==> config.mk <==
export PLATFORM = sky130hd
export DESIGN_NAME = moran_birth_death_step_top
export DESIGN_NICKNAME = d
export VERILOG_FILES = /design/src/hdl/mbd_pkg.sv /design/src/hdl/mbd_mul.sv /design/src/hdl/mbd_store.sv /design/src/hdl/mbd_seq.sv /design/src/hdl/moran_birth_death_step_top.sv
export VERILOG_INCLUDE_DIRS = /design/src /design/src/hdl
export SDC_FILE = /design/constraint.sdc
export NUM_CORES = 2
export LEC_CHECK = 0
export BUFFER_PORTS_ARGS = -buffer_cell sky130_fd_sc_hd__buf_2
export CELL_PAD_IN_SITES_DETAIL_PLACEMENT = 1
export CELL_PAD_IN_SITES_GLOBAL_PLACEMENT = 2
export CORE_MARGIN = 5
export CORE_UTILIZATION = 44
export CTS_CLUSTER_DIAMETER = 120
export DETAILED_ROUTE_END_ITERATION = 7
export MAX_ROUTING_LAYER = met4
export PLACE_DENSITY = 0.88
export SYNTH_ARGS = -nofsm -noshare
export SYNTH_HDL_FRONTEND = slang
export SYNTH_HIERARCHICAL = 1
export SYNTH_SLANG_ARGS = --single-unit
==> constraint.sdc <==
create_clock -name clk -period 10 [get_ports clk]
set_input_delay 1 -clock clk [delete_from_list [all_inputs] [get_ports clk]]
set_output_delay 1 -clock clk [all_outputs]
set_load 0.01 [all_outputs]
==> src/hdl/moran_birth_death_step_top_assert.svh <==
// ----------------------------------------------------------------------------
// moran birth-death step assertion macros
// concurrent checks that compile away when SYNTHESIS is defined
// ----------------------------------------------------------------------------
`ifndef MORAN_BIRTH_DEATH_STEP_TOP_ASSERT_SVH
`define MORAN_BIRTH_DEATH_STEP_TOP_ASSERT_SVH

`ifndef SYNTHESIS
// same-cycle implication
`define MBD_ASSERT_IMP(lbl, ck, rs, ante, cons) \
  lbl: assert property (@(posedge ck) disable iff (rs) (ante) |-> (cons)) \
    else $error("mbd check failed");
// next-cycle implication
`define MBD_ASSERT_NXT(lbl, ck, rs, ante, cons) \
  lbl: assert property (@(posedge ck) disable iff (rs) (ante) |=> (cons)) \
    else $error("mbd check failed");
`else
`define MBD_ASSERT_IMP(lbl, ck, rs, ante, cons)
`define MBD_ASSERT_NXT(lbl, ck, rs, ante, cons)
`endif

`endif

==> src/hdl/mbd_pkg.sv <==
// ----------------------------------------------------------------------------
// mbd_pkg
// types, widths and helpers shared by the moran birth-death step block
// ----------------------------------------------------------------------------
`default_nettype none

package mbd_pkg;

  localparam int MAX_POPULATION = 128;
  localparam int SLOT_W = $clog2(MAX_POPULATION);
  localparam int CNT_W  = 8;
  localparam int FIT_W  = 16;
  localparam int U_W    = 16;
  // summed fitness of up to MAX_POPULATION individuals at 36863 each
  localparam int MFIT_W = 23;
  localparam int PROD_W = MFIT_W + U_W;
  localparam int FRAC_W = 12;

  // configuration register indexes
  typedef enum logic [1:0] {
    REG_POP_SIZE = 2'd0,
    REG_COEFF0   = 2'd1,
    REG_COEFF1   = 2'd2
  } reg_idx_t;

  typedef enum logic [0:0] {
    OP_STEP = 1'b0,
    OP_INIT = 1'b1
  } opcode_t;

  typedef enum logic [1:0] {
    OC_RUNNING = 2'd0,
    OC_EXTINCT = 2'd1,
    OC_FIXED   = 2'd2,
    OC_BAD     = 2'd3
  } outcome_t;

  typedef struct packed {
    opcode_t           opcode;
    logic [U_W-1:0]    birth_draw;
    logic              kind_pick;
    logic [SLOT_W-1:0] death_slot;
  } in_t;

  typedef struct packed {
    logic [CNT_W-1:0] mutant_count;
    outcome_t         outcome;
    logic             born_mutant;
  } out_t;

  // sequencer states
  typedef enum logic [2:0] {
    ST_IDLE,
    ST_MUL0,
    ST_MUL1,
    ST_SUM,
    ST_MUL2,
    ST_DONE
  } state_t;

  // multiplier operand select
  typedef enum logic [1:0] {
    MS_FIT0,
    MS_FIT1,
    MS_TOTAL
  } mul_sel_t;

  typedef struct packed {
    logic     mul_en;
    mul_sel_t mul_sel;
    logic     rd_en;
    logic     acc_en;
    logic     sum_en;
    logic     commit;
  } ctrl_t;

  typedef struct packed {
    logic              en;
    logic              clr;
    logic [SLOT_W-1:0] addr;
    logic              flag;
    logic              kind;
  } store_wr_t;

  // 1 + s in Q4.12, clamped at zero
  function automatic logic [FIT_W-1:0] fitness_q12(input logic signed [15:0] c);
    logic signed [16:0] s;
    s = $signed({c[15], c}) + 17'sd4096;
    return s[16] ? '0 : s[FIT_W-1:0];
  endfunction

  // population size saturated to 2..MAX_POPULATION
  function automatic logic [CNT_W-1:0] eff_size(input logic [7:0] p);
    logic [CNT_W-1:0] r;
    priority if (p < 8'd2) r = CNT_W'(2);
    else if ({1'b0, p} > 9'(MAX_POPULATION)) r = CNT_W'(MAX_POPULATION);
    else r = p;
    return r;
  endfunction

endpackage

`default_nettype wire

==> src/hdl/mbd_mul.sv <==
// ----------------------------------------------------------------------------
// mbd_mul
// shared unsigned multiplier with a registered product
// ----------------------------------------------------------------------------
`default_nettype none

module mbd_mul (
  input  logic                       clk,
  input  logic                       en,
  input  logic [mbd_pkg::MFIT_W-1:0] a,
  input  logic [mbd_pkg::U_W-1:0]    b,
  output logic [mbd_pkg::PROD_W-1:0] p
);
  import mbd_pkg::*;

  // product register
  always_ff @(posedge clk) begin
    if (en) begin
      p <= PROD_W'(a) * PROD_W'(b);
    end
  end

endmodule

`default_nettype wire

==> src/hdl/mbd_store.sv <==
// ----------------------------------------------------------------------------
// mbd_store
// per-individual mutant flag and kind, with valid bits for fast clearing
// ----------------------------------------------------------------------------
`default_nettype none

module mbd_store (
  input  logic                       clk,
  input  logic                       rst,
  input  mbd_pkg::store_wr_t         wr,
  input  logic                       rd_en,
  input  logic [mbd_pkg::SLOT_W-1:0] rd_addr,
  output logic                       rd_flag,
  output logic                       rd_kind
);
  import mbd_pkg::*;

  logic [1:0]                mem [MAX_POPULATION];
  logic [MAX_POPULATION-1:0] valid;
  logic [1:0]                rd_data;
  logic                      rd_vld;

  // entry write
  always_ff @(posedge clk) begin
    if (wr.en) begin
      mem[wr.addr] <= {wr.flag, wr.kind};
    end
  end

  // registered read
  always_ff @(posedge clk) begin
    if (rd_en) begin
      rd_data <= mem[rd_addr];
      rd_vld  <= valid[rd_addr];
    end
  end

  // valid bits: cleared by reset and by init, which keeps only slot zero
  always_ff @(posedge clk) begin
    if (rst) begin
      valid <= '0;
    end else if (wr.clr) begin
      valid <= MAX_POPULATION'(1);
    end else if (wr.en) begin
      valid[wr.addr] <= 1'b1;
    end
  end

  // an entry never written reads as wild
  assign rd_flag = rd_vld & rd_data[1];
  assign rd_kind = rd_vld & rd_data[0];

endmodule

`default_nettype wire

==> src/hdl/mbd_seq.sv <==
// ----------------------------------------------------------------------------
// mbd_seq
// sequencer that steps one word through the shared multiplier
// ----------------------------------------------------------------------------
`default_nettype none

module mbd_seq (
  input  logic           clk,
  input  logic           rst,
  input  logic           in_valid,
  input  logic           skip,
  input  logic           out_valid,
  input  logic           out_ready,
  output logic           in_ready,
  output mbd_pkg::ctrl_t ctrl
);
  import mbd_pkg::*;

  state_t state;
  state_t state_next;
  logic   out_free;

  assign out_free = !out_valid || out_ready;

  // state register
  always_ff @(posedge clk) begin
    if (rst) begin
      state <= ST_IDLE;
    end else begin
      state <= state_next;
    end
  end

  // next state
  always_comb begin
    state_next = state;
    unique case (state)
      ST_IDLE: begin
        if (in_valid) state_next = skip ? ST_DONE : ST_MUL0;
      end
      ST_MUL0: state_next = ST_MUL1;
      ST_MUL1: state_next = ST_SUM;
      ST_SUM:  state_next = ST_MUL2;
      ST_MUL2: state_next = ST_DONE;
      ST_DONE: begin
        if (out_free) state_next = ST_IDLE;
      end
      default: state_next = ST_IDLE;
    endcase
  end

  // outputs
  always_comb begin
    in_ready     = 1'b0;
    ctrl         = '0;
    ctrl.mul_sel = MS_FIT0;
    unique case (state)
      ST_IDLE: in_ready = 1'b1;
      ST_MUL0: begin
        ctrl.mul_en  = 1'b1;
        ctrl.mul_sel = MS_FIT0;
        ctrl.rd_en   = 1'b1;
      end
      ST_MUL1: begin
        ctrl.mul_en  = 1'b1;
        ctrl.mul_sel = MS_FIT1;
        ctrl.acc_en  = 1'b1;
      end
      ST_SUM:  ctrl.sum_en = 1'b1;
      ST_MUL2: begin
        ctrl.mul_en  = 1'b1;
        ctrl.mul_sel = MS_TOTAL;
      end
      ST_DONE: ctrl.commit = out_free;
      default: in_ready = 1'b0;
    endcase
  end

endmodule

`default_nettype wire

==> src/hdl/moran_birth_death_step_top.sv <==
// ----------------------------------------------------------------------------
// moran_birth_death_step_top
// moran birth-death population step with two mutant fitness kinds
//
//   channel  signals                                 direction
//   in       in_valid in_ready in_data               word in
//   out      out_valid out_ready out_data            word out
//   cfg      cfg_valid cfg_ready cfg_index cfg_data  register write in
//
// a step word runs from accept to next accept through three passes through
// the one shared multiplier (two fitness products, then draw times total),
// a sum state, a commit state and the idle state that takes the next word
// init words and out-of-range death slots go through commit and idle only
// the result waits in an output register while the next word is taken; a
// commit that finds it still full holds until out_ready
// reset clears the population through per-slot valid bits, no clearing pass
// ----------------------------------------------------------------------------
`default_nettype none

`include "moran_birth_death_step_top_assert.svh"

module moran_birth_death_step_top (
  input  logic           clk,
  input  logic           rst,
  input  logic           in_valid,
  output logic           in_ready,
  input  mbd_pkg::in_t   in_data,
  output logic           out_valid,
  input  logic           out_ready,
  output mbd_pkg::out_t  out_data,
  input  logic           cfg_valid,
  output logic           cfg_ready,
  input  logic [1:0]     cfg_index,
  input  logic [15:0]    cfg_data
);
  import mbd_pkg::*;

  logic [7:0]         pop_size;
  logic [15:0]        coeff0;
  logic [15:0]        coeff1;
  logic [CNT_W-1:0]   cnt_zero;
  logic [CNT_W-1:0]   cnt_one;
  logic [CNT_W-1:0]   cnt_zero_next;
  logic [CNT_W-1:0]   cnt_one_next;
  logic [CNT_W-1:0]   n_eff;
  logic [CNT_W-1:0]   mut_cnt;
  logic [CNT_W-1:0]   mut_next;
  logic               in_bad;
  logic               accept;
  logic               op_q;
  logic               bad_q;
  logic               kind_q;
  logic [U_W-1:0]     u_q;
  logic [SLOT_W-1:0]  slot_q;
  logic [MFIT_W-1:0]  acc;
  logic [MFIT_W-1:0]  mfit_q;
  logic [MFIT_W-1:0]  total_q;
  logic [MFIT_W-1:0]  mfit_sum;
  logic [MFIT_W-1:0]  wild;
  logic [MFIT_W-1:0]  mul_a;
  logic [U_W-1:0]     mul_b;
  logic [PROD_W-1:0]  prod;
  logic               born;
  logic               step;
  logic               old_flag;
  logic               old_kind;
  outcome_t           outcome;
  ctrl_t              ctrl;
  store_wr_t          wr;

  // configuration registers
  assign cfg_ready = 1'b1;

  always_ff @(posedge clk) begin
    if (rst) begin
      pop_size <= 8'd100;
      coeff0   <= '0;
      coeff1   <= '0;
    end else if (cfg_valid) begin
      unique case (cfg_index)
        REG_POP_SIZE: pop_size <= cfg_data[7:0];
        REG_COEFF0:   coeff0   <= cfg_data;
        REG_COEFF1:   coeff1   <= cfg_data;
        default:      pop_size <= pop_size;
      endcase
    end
  end

  assign n_eff   = eff_size(pop_size);
  assign mut_cnt = cnt_zero + cnt_one;
  assign in_bad  = {1'b0, in_data.death_slot} >= n_eff;
  assign accept  = in_valid && in_ready;

  // sequencer
  mbd_seq u_seq (
    .clk       (clk),
    .rst       (rst),
    .in_valid  (in_valid),
    .skip      ((in_data.opcode == OP_INIT) || in_bad),
    .out_valid (out_valid),
    .out_ready (out_ready),
    .in_ready  (in_ready),
    .ctrl      (ctrl)
  );

  // word capture
  always_ff @(posedge clk) begin
    if (accept) begin
      op_q   <= (in_data.opcode == OP_INIT);
      bad_q  <= in_bad;
      kind_q <= in_data.kind_pick;
      u_q    <= in_data.birth_draw;
      slot_q <= in_data.death_slot;
    end
  end

  // multiplier operand select
  always_comb begin
    unique case (ctrl.mul_sel)
      MS_FIT0: begin
        mul_a = MFIT_W'(cnt_zero);
        mul_b = fitness_q12(coeff0);
      end
      MS_FIT1: begin
        mul_a = MFIT_W'(cnt_one);
        mul_b = fitness_q12(coeff1);
      end
      MS_TOTAL: begin
        mul_a = total_q;
        mul_b = u_q;
      end
      default: begin
        mul_a = '0;
        mul_b = '0;
      end
    endcase
  end

  mbd_mul u_mul (
    .clk (clk),
    .en  (ctrl.mul_en),
    .a   (mul_a),
    .b   (mul_b),
    .p   (prod)
  );

  // mutant fitness and total weight
  assign wild     = (mut_cnt >= n_eff) ? '0 : MFIT_W'({n_eff - mut_cnt, {FRAC_W{1'b0}}});
  assign mfit_sum = acc + prod[MFIT_W-1:0];

  always_ff @(posedge clk) begin
    if (ctrl.acc_en) begin
      acc <= prod[MFIT_W-1:0];
    end
    if (ctrl.sum_en) begin
      mfit_q  <= mfit_sum;
      total_q <= mfit_sum + wild;
    end
  end

  // population store
  mbd_store u_store (
    .clk     (clk),
    .rst     (rst),
    .wr      (wr),
    .rd_en   (ctrl.rd_en),
    .rd_addr (slot_q),
    .rd_flag (old_flag),
    .rd_kind (old_kind)
  );

  // birth decision and count update
  assign step = !op_q && !bad_q;
  assign born = step && (prod < {mfit_q, {U_W{1'b0}}});

  always_comb begin
    cnt_zero_next = cnt_zero;
    cnt_one_next  = cnt_one;
    priority if (op_q) begin
      cnt_zero_next = {{(CNT_W-1){1'b0}}, !kind_q};
      cnt_one_next  = {{(CNT_W-1){1'b0}}, kind_q};
    end else if (step) begin
      cnt_zero_next = cnt_zero - {{(CNT_W-1){1'b0}}, old_flag && !old_kind}
                    + {{(CNT_W-1){1'b0}}, born && !kind_q};
      cnt_one_next  = cnt_one - {{(CNT_W-1){1'b0}}, old_flag && old_kind}
                    + {{(CNT_W-1){1'b0}}, born && kind_q};
    end
  end

  assign mut_next = cnt_zero_next + cnt_one_next;

  always_comb begin
    priority if (bad_q && !op_q) outcome = OC_BAD;
    else if (mut_next == '0)     outcome = OC_EXTINCT;
    else if (mut_next >= n_eff)  outcome = OC_FIXED;
    else                         outcome = OC_RUNNING;
  end

  // store write: init rewrites slot zero after clearing, a step its death slot
  always_comb begin
    wr.en   = ctrl.commit && (op_q || !bad_q);
    wr.clr  = ctrl.commit && op_q;
    wr.addr = op_q ? '0 : slot_q;
    wr.flag = op_q || born;
    wr.kind = op_q ? kind_q : (born && kind_q);
  end

  always_ff @(posedge clk) begin
    if (rst) begin
      cnt_zero <= '0;
      cnt_one  <= '0;
    end else if (ctrl.commit) begin
      cnt_zero <= cnt_zero_next;
      cnt_one  <= cnt_one_next;
    end
  end

  // output register
  always_ff @(posedge clk) begin
    if (rst) begin
      out_valid <= 1'b0;
    end else if (ctrl.commit) begin
      out_valid <= 1'b1;
    end else if (out_ready) begin
      out_valid <= 1'b0;
    end
  end

  always_ff @(posedge clk) begin
    if (ctrl.commit) begin
      out_data.mutant_count <= mut_next;
      out_data.outcome      <= outcome;
      out_data.born_mutant  <= born;
    end
  end

  // checks
  `MBD_ASSERT_IMP(a_cnt_bound, clk, rst, 1'b1, (9'(cnt_zero) + 9'(cnt_one) <= 9'(MAX_POPULATION)))
  `MBD_ASSERT_IMP(a_commit_free, clk, rst, ctrl.commit, (!out_valid || out_ready))
  `MBD_ASSERT_NXT(a_bad_keeps, clk, rst, (ctrl.commit && bad_q && !op_q),
                  ((cnt_zero == $past(cnt_zero)) && (cnt_one == $past(cnt_one))))
  `MBD_ASSERT_NXT(a_born_step, clk, rst, (ctrl.commit && !step), (!out_data.born_mutant))
  `MBD_ASSERT_IMP(a_no_accept_busy, clk, rst, (ctrl.mul_en || ctrl.sum_en), (!in_ready))

endmodule

`default_nettype wire

### Yosys cells after proc, flatten, opt, wreduce, memory -nomap -nowiden

Memory sizes are Yosys's and may differ from the RTL's. A register that Yosys moved wholly into a read port is not among the register bits.
Index checks and enable logic that the tools add are counted.

| storage, ports and cells | value |
|---|---|
| bits in registers | 334 |
| RAM bits | 256 |
| input port bits | 48 |
| output and inout port bits | 14 |
| logic and storage cells | 126 |
| memories kept | 1 |

Memory list:

| name | words | bits a word | rd ports | clocked after Yosys merged registers in | write ports | RTL line | text |
|---|---|---|---|---|---|---|---|
| u_store.mem | 128 | 2 | 1 | 1 | 1 | mbd_store.sv:18 | `logic [1:0] mem [MAX_POPULATION];` |

| cells by class | value |
|---|---|
| $add $sub $neg | 11 |
| $mul | 1 |
| order comparisons | 9 |
| eq/ne operators | 11 |
| multiplexer cells | 35 |
| bitwise gates (word level) | 3 |
| reduce and logical (&&, ||, !) cells | 32 |

Operator list:

| operator | number |
|---|---|
| $or 128x128->128 | 1 |
| $pmux 23 s3 | 1 |
| $mux 8 | 6 |
| $pmux 16 s3 | 1 |
| $lt 39x39->1 | 1 |
| $mul 23x16->39 | 1 |
| $add 16x14->17 const B | 2 |
| $mux 16 | 2 |
| $add 23x20->23 | 1 |
| $add 23x23->23 | 1 |
| $mux 20 | 1 |
| $pmux 3 s6 | 1 |
| $add 8x1->8 | 2 |
| $add 8x8->8 | 2 |
| $ge 8x8->1 | 2 |
| $lt 7x8->1 const B | 2 |
| $sub 8x1->8 | 2 |
| $mux 1 | 14 |
| $logic_and 1x1->1 | 11 |
| $mux 3 | 3 |
| $pmux 3 s3 | 1 |
| $ge 7x8->1 | 1 |
| $gt 8x8->1 const B | 1 |
| $logic_not 8->1 | 1 |
| other kinds (22) | 41 |

### Logic depth before layout (Yosys ltp)

| depth | value |
|---|---|
| word-level depth | 11 |
| gate-level depth with buffers | 33 |
| depth with buffers taken out | 33 |

### Hierarchy

Netlist, hierarchy kept.

Modules (own cells, without submodules):

| module | instances | cells each | area an instance (um2) | sequential area each (um2) |
|---|---|---|---|---|
| mbd_store | 1 | 873 | 15147.0 | 10339.9 |
| mbd_mul | 1 | 1448 | 13227.7 | 1171.1 |
| moran_birth_death_step_top | 1 | 1025 | 9660.5 | 3963.8 |
| mbd_seq | 1 | 26 | 247.7 | 60.1 |

### Worst setup path before layout

Ideal clock, no wire load.

| timing | value |
|---|---|
| path type | reg2reg |
| from | reg u_seq.state[2] |
| to | reg u_mul/p[35] (netlist bit) (data pin) |
| setup time | 0.260 ns |
| arrival time | 7.366 ns |
| required time | 9.740 ns |
| slack | 2.374 ns |
| cell stages (with the launch flop) | 30 |
| buffers on the path | 4 |
| period minus slack after synthesis | 7.626 ns |
| cell sequence | dfxtp_1 -> buf_6 -> nor3b_1 -> nor2b_1 -> clkbuf_1 -> a21boi_1 -> clkbuf_1 -> a222oi_1 -> inv_1 -> clkbuf_1 -> nand2_1 -> fa_1 -> inv_1 -> fa_1 -> inv_1 -> fa_1 -> inv_1 -> fa_1 -> fa_1 -> inv_1 -> fa_1 -> inv_1 -> ha_1 -> a21o_1 -> a31oi_2 -> o31ai_1 -> a311oi_4 -> o21ai_2 -> a311oi_2 -> xnor2_1 |

RTL lines:

| element | RTL line | text |
|---|---|---|
| from (decl) | mbd_seq.sv:19 | `state_t state;` |
| from (signal assigned) | mbd_seq.sv:30 | `state <= state_next;` |
| to (signal assigned) | mbd_mul.sv:19 | `p <= PROD_W'(a) * PROD_W'(b);` |
| to (decl) | mbd_mul.sv:12 | `output logic [mbd_pkg::PROD_W-1:0] p` |

==> impl_metrics.yaml <==
grt:
  grt_max_degree: 98
  grt-ovfl-total: 0
  grt_pass1_vias: 27600
  antenna_found_initial: 8
  track_usage_pct: 23.46
  grt_pass1_wl_mm: 166.1
logic_synthesis:
  synth_cells: 3372
  synth_edf_count: 392
  ys_top_cells_by_count: "inv_1, edfxtp_1, nand2_1"
  async_flop_share_pct: 0
  synth_flop_cell: "edfxtp_1"
  yosysSeqAreaShare_pct: 40.58
  yosysWarnings: 6
  synth_top_cell_by_area: "edfxtp_1"
  syn-num-nets: 3937
  avgSynthCellArea_um2: 11.35
  synth_cell_types: 87
  synth_area_leaders: "edfxtp_1, fa_1, dfxtp_1"
  yosysMostFrequentCell: "inv_1"
  ys_ff_latch: 580
  synth_area_um2: 38280
  synth_top_area_share_pct: 30.75
hold_path:
  hold_path_depth: 2
  hold_end: "coeff1[7]$_SDFFE_PP0P_"
  hp-class: "flop to flop"
  min_from: "coeff1[7]$_SDFFE_PP0P_"
clock_tree:
  clk_pin_slew_ns: 0.07
  numCtsBuffers: 58
  cts_max_level: 2
  cts_hold_buf: 0
  cts_resized: 0
  cts_tree: "done"
  clockRootBuffer: "clkbuf_16"
  post_cts.repair.setup_buffers: 0
  cts.sinks: 580
  cts_buffer_depth: 3
  insertion_delay_ns: 0.64
timing:
  finalSetupViolations: 0
  fmax_ghz: 0.1122
  setup_ws_ns: 1.086
  layout_min_cycle_time_ns: 8.914
  rsz0062_at_grt: "no"
  fin_skew_ns: 0.02425
  max_slew_margin_pct: 21.49
  finalHoldWorstSlack_ns: 0.4592
  fin_tns_setup_ns: 0
  timing.final.crit_share_pct: 89.14
  tightest_slew_ns: 1.178
  finalHoldViolations: 0
  drv_slew: 0
routing:
  drt_iter0_markers: 1833
  vias_per_cell: 5.599
  wl_per_cell_um: 23.23
  wl_mm: 106.4
  ant_nets: 0
  vias: 25660
  drc: 0
  dr.pass1.iters: 8
setup_path:
  cp_top_family: "adder cells"
  path_buf_inv: 9
  startpoint_type: "flop"
  endpoint_kind: "flop"
  r2r_slack_ns: 1.09
  critPathMaxFanout: 23
  cp.required_ns: 10.37
  reg2reg_depth: 28
  timing.rr.start: "u_seq/state[1]$_SDFFE_PP0P_"
  critPathSlowestCell: "inv_1"
  rr_endpoint: "u_mul/p[37]$_DFFE_PP_"
  path_class: "flop to flop"
  critPathArrivalTime_ns: 9.28
  max_stage_delay_ns: 0.75
floorplan:
  die_area_um2: 93010
  num_rows: 108
  fp.dieW_um: 305.0
  die_h_um: 305.0
  core-area_um2: 86620
  start_util_pct: 44.20
  io_pins: 62
power_and_ir_drop:
  netSwitchingPower_mw: 2.256
  comb_power_share_pct: 26.1
  p_sw_share_pct: 31.87
  seq_power_share_pct: 41.0
  pwr-share-clk_pct: 32.9
  finalPower_mw: 7.080
  ir_drop_mv: 0.1589
  p_leak_nw: 16.93
  powerDensity_nw_per_um2: 169.4
  p_int_mw: 4.823
cells_and_area:
  syn_to_final_growth_pct: 9.187
  final_nets: 3939
  drive_gt1_share_pct: 11.02
  fin_util_pct: 48.26
flow_run:
  cap_violations: 0
place:
  dpl.hpwl_mm: 75.71
  dp_worst_setup_slack_ns: 1.060
  portBuffers: 60
  place.gp.congestion: 0.8448
outcome:
  outcome: "finished, final reports clean"
## layout by cell type, fill, tap and decap left out, types with 9 or more instances in the layout
cell,netlist,layout
inv_1,445,445
edfxtp_1,392,392
nand2_1,344,344
fa_1,299,299
nor2_1,257,256
ha_1,218,218
dfxtp_1,188,188
and2_1,176,175
o21a_1,138,137
mux4_2,126,126
a21oi_1,118,118
xnor2_1,64,64
clkbuf_16,0,62
buf_2,6,60
o21ai_0,64,54
a21o_1,42,42
nor2b_1,35,34
buf_4,3,34
mux2i_1,24,24
xor2_1,22,22
nand3_1,22,22
nor3_1,21,21
nand2b_1,17,17
a222oi_1,14,14
clkinv_2,0,14
o21bai_1,13,13
o21ai_1,6,12
nand4_1,12,12
a211oi_1,12,11
a22oi_1,11,11
or2_2,10,9
a31oi_1,9,9
or3_1,9,9
## worst min-delay path: stages (launching register included)
cell and delay (ns):
dfxtp_1 0.31, nand2_1 0.05, a21oi_1 0.05
## final cells by class
class | count | area [um^2]
timing repair buffer | 95 | 575.6
sequential | 580 | 15530
inverter | 447 | 1678
clock buffer | 78 | 1692
antenna | 5 | 12.51
clock inverter | 30 | 371.6
multi-input combinational | 2192 | 20490
fill | 9148 | 44820
tap | 1155 | 1445
## stage by stage
stage | cells | cell area [um^2]
floorplan | 3372 | 38280
global placement | 4469 | 39720
detailed placement | 4469 | 39720
CTS | 4577 | 41790
global route | 4581 | 41800
finish | 4582 | 41800
## registers in the layout, summed over array words and instances, names as in the netlist, 16 cells and up
signal,flops
coeff0,16
u_store/valid,128
mfit_q,23
u_mul/p,39
coeff1,16
u_q,16
acc,23
u_store/mem,256
## cells by family (layout without fill, tap and decap cells)
family	Yosys count	count (layout)	synth area share, %
simple gates	947	947	11.63
flops	580	580	40.58
mux	155	155	8.187
fa+ha+maj	517	517	22.76
compound gates	485	485	8.772
buf+inv	600	650	6.050
other cells	1	6	0.009795
xor+xnor	87	87	2.010
## routing by layer
metal,vias up,wire length [um],part of all wire [%],global-route usage [%]
met5,-,0,0,-
met2,628,54240,51,40.11
li1,11420,-,-,-
met1,13470,44770,42,30.43
met4,0,2184,2.1,5.038
met3,134,5237,4.9,2.861
## worst max-delay path by stage
stage          slack, ns  depth (start not counted)                    end                         from
2_1_floorplan       2.37                         29  u_mul/p[35]$_DFFE_PP_  u_seq/state[2]$_SDFFE_PP0P_
3_3_place_gp        1.27                         28  u_mul/p[35]$_DFFE_PP_  u_seq/state[1]$_SDFFE_PP0P_
3_5_place_dp        1.06                         25  u_mul/p[34]$_DFFE_PP_  u_seq/state[1]$_SDFFE_PP0P_
4_1_cts              1.0                         25  u_mul/p[34]$_DFFE_PP_  u_seq/state[1]$_SDFFE_PP0P_
5_1_grt             0.56                         27  u_mul/p[34]$_DFFE_PP_  u_seq/state[1]$_SDFFE_PP0P_
6_report            1.09                         28  u_mul/p[37]$_DFFE_PP_  u_seq/state[1]$_SDFFE_PP0P_
## power by group through the flow
stage / logic [mW] / registers, mW / clock network, mW
finish: 1.85 / 2.90 / 2.33
CTS: 1.86 / 2.90 / 2.37
detailed placement: 1.83 / 2.95 / 0
floorplan: 1.28 / 2.89 / 0
global placement: 1.79 / 2.95 / 0
global route: 2.02 / 2.91 / 2.49
Power figures use the tool's default switching activity.
